File: config.mk
export PLATFORM = sky130hd
export DESIGN_NAME = mtd_div
export DESIGN_NICKNAME = d
export VERILOG_FILES = /design/src/rtl/mtd_pkg.sv /design/src/rtl/mtd_div.sv
export SDC_FILE = /design/constraint.sdc
export NUM_CORES = 2
export LEC_CHECK = 0
export BUFFER_PORTS_ARGS = -buffer_cell sky130_fd_sc_hd__buf_2
export CAP_MARGIN = 20
export CORE_AREA = 2 2 795 797
export DETAILED_ROUTE_END_ITERATION = 8
export DIE_AREA = 0 0 797 799
export MAX_ROUTING_LAYER = met4
export PLACE_DENSITY_LB_ADDON = 0.15
export SLEW_MARGIN = 30
export SYNTH_ARGS = -nofsm -noshare
export SYNTH_HDL_FRONTEND = slang
export SYNTH_SLANG_ARGS = --single-unit
File: constraint.sdc
create_clock -name i_clk -period 10.71 [get_ports i_clk]
set_clock_uncertainty 0.1 [all_clocks]
set_input_delay 2.142 -clock i_clk [delete_from_list [all_inputs] [get_ports i_clk]]
set_output_delay 2.142 -clock i_clk [all_outputs]
set_load 0.01 [all_outputs]
File: src/rtl/mtd_pkg.sv
// ----------------------------------------------------------------------------
// mtd_pkg
// Shared constants and types of the affine matrix decomposition pipeline.
// ----------------------------------------------------------------------------
package mtd_pkg;

    // One root bit per square root stage, one quotient bit per divider stage
    localparam int SQRT_STAGES = 32;
    localparam int DIV_STAGES  = 32;

    // Register stages from input accept to the result register
    localparam int PIPE_LAT = 7 + 2 * SQRT_STAGES + 2 * DIV_STAGES;

    // 1.0 in Q2.30, 1.0 in Q1.14
    localparam logic signed [33:0] RONE = 34'sd1073741824;
    localparam logic [15:0]        QONE = 16'd16384;

    typedef enum logic [1:0] {
        BR_TRACE,
        BR_X,
        BR_Y,
        BR_Z
    } t_branch;

    // Carried alongside the column length roots
    typedef struct packed {
        logic [8:0][31:0] mag;
        logic [8:0]       sgn;
        logic [2:0][31:0] mv;
    } t_sa;

    // Carried alongside the normalizing dividers
    typedef struct packed {
        logic [2:0][31:0] mv;
        logic [2:0][30:0] size;
        logic             degen;
        logic [8:0]       sgn;
    } t_sb;

    // Carried to the result stage
    typedef struct packed {
        logic [2:0][31:0] mv;
        logic [2:0][30:0] size;
        logic             degen;
    } t_sc;

    // Off-lead numerators, in quaternion order with the lead removed
    typedef struct packed {
        logic [2:0][32:0] num;
        t_branch          br;
    } t_sn;

    // Flags alongside the quaternion dividers
    typedef struct packed {
        logic [2:0] neg;
        logic [2:0] ovf;
        logic       zero;
        logic [30:0] lead;
        t_branch    br;
    } t_sf;

    typedef struct packed {
        logic [2:0][31:0] mv;
        logic [2:0][30:0] size;
        logic [3:0][15:0] quat;
        logic             degen;
    } t_res;

endpackage

File: src/rtl/mtd_div.sv
// ----------------------------------------------------------------------------
// mtd_div
// Pipelined restoring divider, 64-bit dividend by 32-bit divisor, one
// quotient bit per stage. The quotient must fit in 32 bits.
// ----------------------------------------------------------------------------
module mtd_div
    import mtd_pkg::*;
(
    input  logic        i_clk,
    input  logic        i_en,
    input  logic [63:0] i_num,
    input  logic [31:0] i_den,
    output logic [31:0] o_quo
);

    logic [31:0] r_part [DIV_STAGES];
    logic [31:0] r_low  [DIV_STAGES];
    logic [31:0] r_den  [DIV_STAGES];
    logic [31:0] r_quo  [DIV_STAGES];
    logic [31:0] n_part [DIV_STAGES];
    logic [31:0] n_low  [DIV_STAGES];
    logic [31:0] n_quo  [DIV_STAGES];
    logic [31:0] p_part [DIV_STAGES];
    logic [31:0] p_low  [DIV_STAGES];
    logic [31:0] p_den  [DIV_STAGES];
    logic [31:0] p_quo  [DIV_STAGES];

    always_comb begin
        p_part[0] = i_num[63:32];
        p_low[0]  = i_num[31:0];
        p_den[0]  = i_den;
        p_quo[0]  = '0;
        for (int k = 1; k < DIV_STAGES; k++) begin
            p_part[k] = r_part[k-1];
            p_low[k]  = r_low[k-1];
            p_den[k]  = r_den[k-1];
            p_quo[k]  = r_quo[k-1];
        end
    end

    always_comb begin
        logic [32:0] sh;
        logic [32:0] diff;
        for (int k = 0; k < DIV_STAGES; k++) begin
            sh   = {p_part[k], p_low[k][31]};
            diff = sh - {1'b0, p_den[k]};
            if (sh >= {1'b0, p_den[k]}) begin
                n_part[k] = diff[31:0];
                n_quo[k]  = {p_quo[k][30:0], 1'b1};
            end else begin
                n_part[k] = sh[31:0];
                n_quo[k]  = {p_quo[k][30:0], 1'b0};
            end
            n_low[k] = {p_low[k][30:0], 1'b0};
        end
    end

    always_ff @(posedge i_clk) begin
        if (i_en) begin
            for (int k = 0; k < DIV_STAGES; k++) begin
                r_part[k] <= n_part[k];
                r_low[k]  <= n_low[k];
                r_den[k]  <= p_den[k];
                r_quo[k]  <= n_quo[k];
            end
        end
    end

    assign o_quo = r_quo[DIV_STAGES-1];

endmodule

# Word-level counts from Yosys, hierarchy flattened
# Memories as Yosys holds them, arrays and structs flattened.
# Cells that the tools add are included.
# word_totals
regBits	0
ramBits	4064
input_bits	98
output_inout_bits	32
wordCells	134
n_memories	4
# mem_list
name	words	width	read_ports	rd_ports_with_merged_regs	write_ports	line	rtl
r_den	32	32	31	0	32	mtd_div.sv:18	logic [31:0] r_den [DIV_STAGES];
r_part	32	32	31	0	32	mtd_div.sv:16	logic [31:0] r_part [DIV_STAGES];
r_quo	32	32	32	0	32	mtd_div.sv:19	logic [31:0] r_quo [DIV_STAGES];
r_low	32	31	31	0	32	mtd_div.sv:17	logic [31:0] r_low [DIV_STAGES];
# classes
n_addsub	32
order_cmp	32
muxes	66
# op_table
operator	count
33-bit by 32-bit greater-or-equal comparator with 1-bit output	32
32-bit 2-to-1 mux	32
32-bit subtractor	32
1-bit 2-to-1 mux	34

# Logic depth before layout (Yosys ltp)
# An unclocked memory read counts as a cell.
# depth
depth_word	3
depth_mapped	16

# Worst setup path after synthesis
# No wires, ideal clock.
# synth_path
path_kind	input -> register
from	input i_den[6]
to	memory r_part[0][24], data pin
arrival_ns	4.851
t_required_ns	10.350
slack_ns	5.500
path_stages	13
n_path_buf	1
path_cell_list	inv_1 > ha_1 > a21o_1 > or3_1 > o21ai_0 > a21oi_1 > a21oi_1 > o21ai_1 > a311oi_1 > o21bai_1 > a31oi_4 > buf_4 > mux2_2
# synth_lines
item	line	rtl
start, declared	mtd_div.sv:12	input logic [31:0] i_den,
end, declared	mtd_div.sv:16	

==> impl_metrics.json <==
{
  "synth_top_family_by_area": "compound AO/OA/AOI/OAI gates",
  "end_kind": "flip-flop",
  "leakagePower_nw": 69.93,
  "post_cts_resized": 0,
  "dp_hpwl_um": 305300,
  "yosys-top-cells-count": "edfxtp_1, inv_1, a21oi_1",
  "grt_max_degree": 170,
  "rows": 292,
  "cts.sinks": 3008,
  "final_area_um2": 179400,
  "numCtsBuffers": 375,
  "area_delta_synth_final_pct": 14.63,
  "antenna_found_initial": 15,
  "synthFlopType": "edfxtp_1",
  "yosys.area.top_type_share": 0.5771,
  "coreArea_um2": 629500,
  "path_clk_slew_ns": 0.05,
  "drc": 0,
  "rsz0062_at_grt": "no",
  "final.min_clock_period_ns": 5.253,
  "grt_usage": 0.1285,
  "dr.pass1.iters": 5,
  "finalSetupViolations": 0,
  "final_max_slew_viol_count": 0,
  "synthMuxAreaShare": 0.04276,
  "critPathMaxFanout": 30,
  "fin_crit_sh": 0.4905,
  "clock_path_buffers": 4,
  "async_reset_ff_frac": 0,
  "hold_viol": 0,
  "die_y_um": 799,
  "synth_area_leaders": "edfxtp_1, ha_1, mux2_2",
  "mappedNetlistArea_um2": 156500,
  "worstPathRequired_ns": 11.33,
  "fill_cells": 64617,
  "status": "complete, no violations",
  "postPlaceCellArea_um2": 167400,
  "postCtsSetupBuffers": 0,
  "die_x_um": 797,
  "worstSkewPairLatency_ns": 1.00,
  "worst-slew-pin-transition_ns": 1.014,
  "yosys.cell_count.top_type": "edfxtp_1",
  "drive_gt1_frac": 0.1033,
  "power_density_nw_per_um2": 306.1,
  "hold_buffers": 0,
  "critPathLaunchType": "primary input",
  "crit_type": "in -> reg",
  "cts_tree": "done",
  "post_synth_xor_area_fraction": 0.04589,
  "hold_path.class": "reg -> reg",
  "dp_cells": 21173,
  "grt_pass1_vias": 97136,
  "grt-ovfl-total": 0,
  "vias": 97387,
  "synthAdderAreaFrac": 0.08583,
  "fin_tns_setup_ns": 0,
  "post_drt_wl_per_cell_um": 18.72,
  "drt_iter0_markers": 6623,
  "cts-root-buf": "clkbuf_16",
  "io_pins": 130,
  "portBuffers": 129,
  "synth_edf_count": 3008,
  "grt_pass1_wl_um": 618700,
  "synth_compound_area_frac": 0.1312,
  "h-tree-depth": 5,
  "start_util": 0.2486,
  "peakVddDrop_v": 0.0001452,
  "stdcell_count": 21856,
  "place_congestion": 0.8248,
  "syn_nets": 14044,
  "cap_violations": 0,
  "synth.ff_latch_count": 3008,
  "drt-vias-per-instance": 4.456,
  "fin_nets": 14326,
  "max_freq_ghz": 0.1904,
  "synthCells": 12891,
  "post-route-util": 0.2850,
  "yosysUniqueCellTypes": 100,
  "ys_warn_count": 0,
  "slew-limit-headroom": 0.3186,
  "synthSimpleGateAreaFrac": 0.07881,
  "ant_nets": 0,
  "drt_wl_total_um": 409100,
  "fp.dieArea_um2": 636800,
  "syn_area_per_cell_um2": 12.14,
  "ys_seq_area_frac": 0.5771,
  "synth_top_cell_by_area": "edfxtp_1",
  "arrival_ns": 5.87
}
[routing by layer]
| metal | share of wire | track usage | vias up | routed length, um |
|---|---|---|---|---|
| met5 | 0 | - | - | 0 |
| met4 | 0.023 | 0.02952 | 0 | 9589 |
| met3 | 0.034 | 0.01586 | 559 | 14000 |
| met2 | 0.47 | 0.2113 | 1360 | 194000 |
| met1 | 0.47 | 0.1696 | 47172 | 191400 |
| li1 | - | - | 48296 | - |
[path summary, 6_finish.rpt]
check / startpoint / endpoint / slack, ns / cells past startpoint
worst max-delay path: i_num[37] / r_part[0][4] / 5.46 / 13
worst min-delay path: r_quo[1][294] / r_quo[1][327] / 0.30 / 0
worst max register to register: r_den[0][33] / r_part[0][81] / 5.70 / 12
worst min register to register: r_quo[1][294] / r_quo[1][327] / 0.30 / 0
[critical path, stage by stage]
cell and delay (ns):
buf_2 0.12, ha_1 0.39, a21o_1 0.24, or3_1 0.33, o21ai_0 0.29, a21oi_1 0.19
a21oi_1 0.32, o21ai_1 0.23, a311oi_1 0.30, o21bai_1 0.19, a31oi_4 0.27, buf_4 0.44
mux2_2 0.39
[report_power, final]
group	switching (W)	total [W]	internal (W)
Clock	0.00522	0.0124	0.00720
Sequential	0.00189	0.0189	0.0170
Combinational	0.0134	0.0236	0.0102
Total	0.0205	0.0549	0.0344
[cells by family (layout without fill, tap and decap cells)]
kind of cell    after synthesis  after routing
compound gates             3246           3246
xor+xnor                    820            820
fa+ha+maj                  1055           1055
buf+inv                    1570           2150
flops                      3008           3008
mux                         601            601
other cells                   0              6
simple gates               2591           2591
[sequential cells by signal (all words and copies together), names as in the netlist]
| register | count |
|---|---|
| r_den | 992 |
| r_low | 496 |
| r_part | 992 |
| r_quo | 528 |
[through the flow]
step	hold WS, ns	worst slack (ns)	total power, W
after global placement	0.3002	4.417	0.04309
after global routing	0.3054	5.181	0.05910
after floorplan	0.3003	5.500	0.03581
after CTS	0.2802	5.585	0.05592
final	0.2959	5.457	0.05491
after detailed placement	0.3045	4.495	0.04294
[placed cells by master (no fill, tap or decap), types with 381 or more instances in the layout]
cell,Yosys,routed
nor2_1,726,725
xnor2_1,509,509
clkbuf_16,0,381
o21ai_0,670,669
inv_1,1269,1269
a21oi_1,1041,1039
nand2_1,752,750
a21o_1,568,568
edfxtp_1,3008,3008
mux2_2,541,541
ha_1,1024,1024
[final cells by class]
type / count / area [um2] / area share
flip-flops and latches: 3008 / 90330 / 0.5035
multi-input cells: 8313 / 60400 / 0.3367
well taps: 8379 / 10480 / 0.05843
clock buffers: 457 / 9819 / 0.05473
inverters: 1272 / 4776 / 0.02662
clock inverters: 218 / 2123 / 0.01183
repair buffers: 203 / 1468 / 0.008180
diodes: 6 / 15.01 / 0.00008369
(Power assumes the default switching activity.)
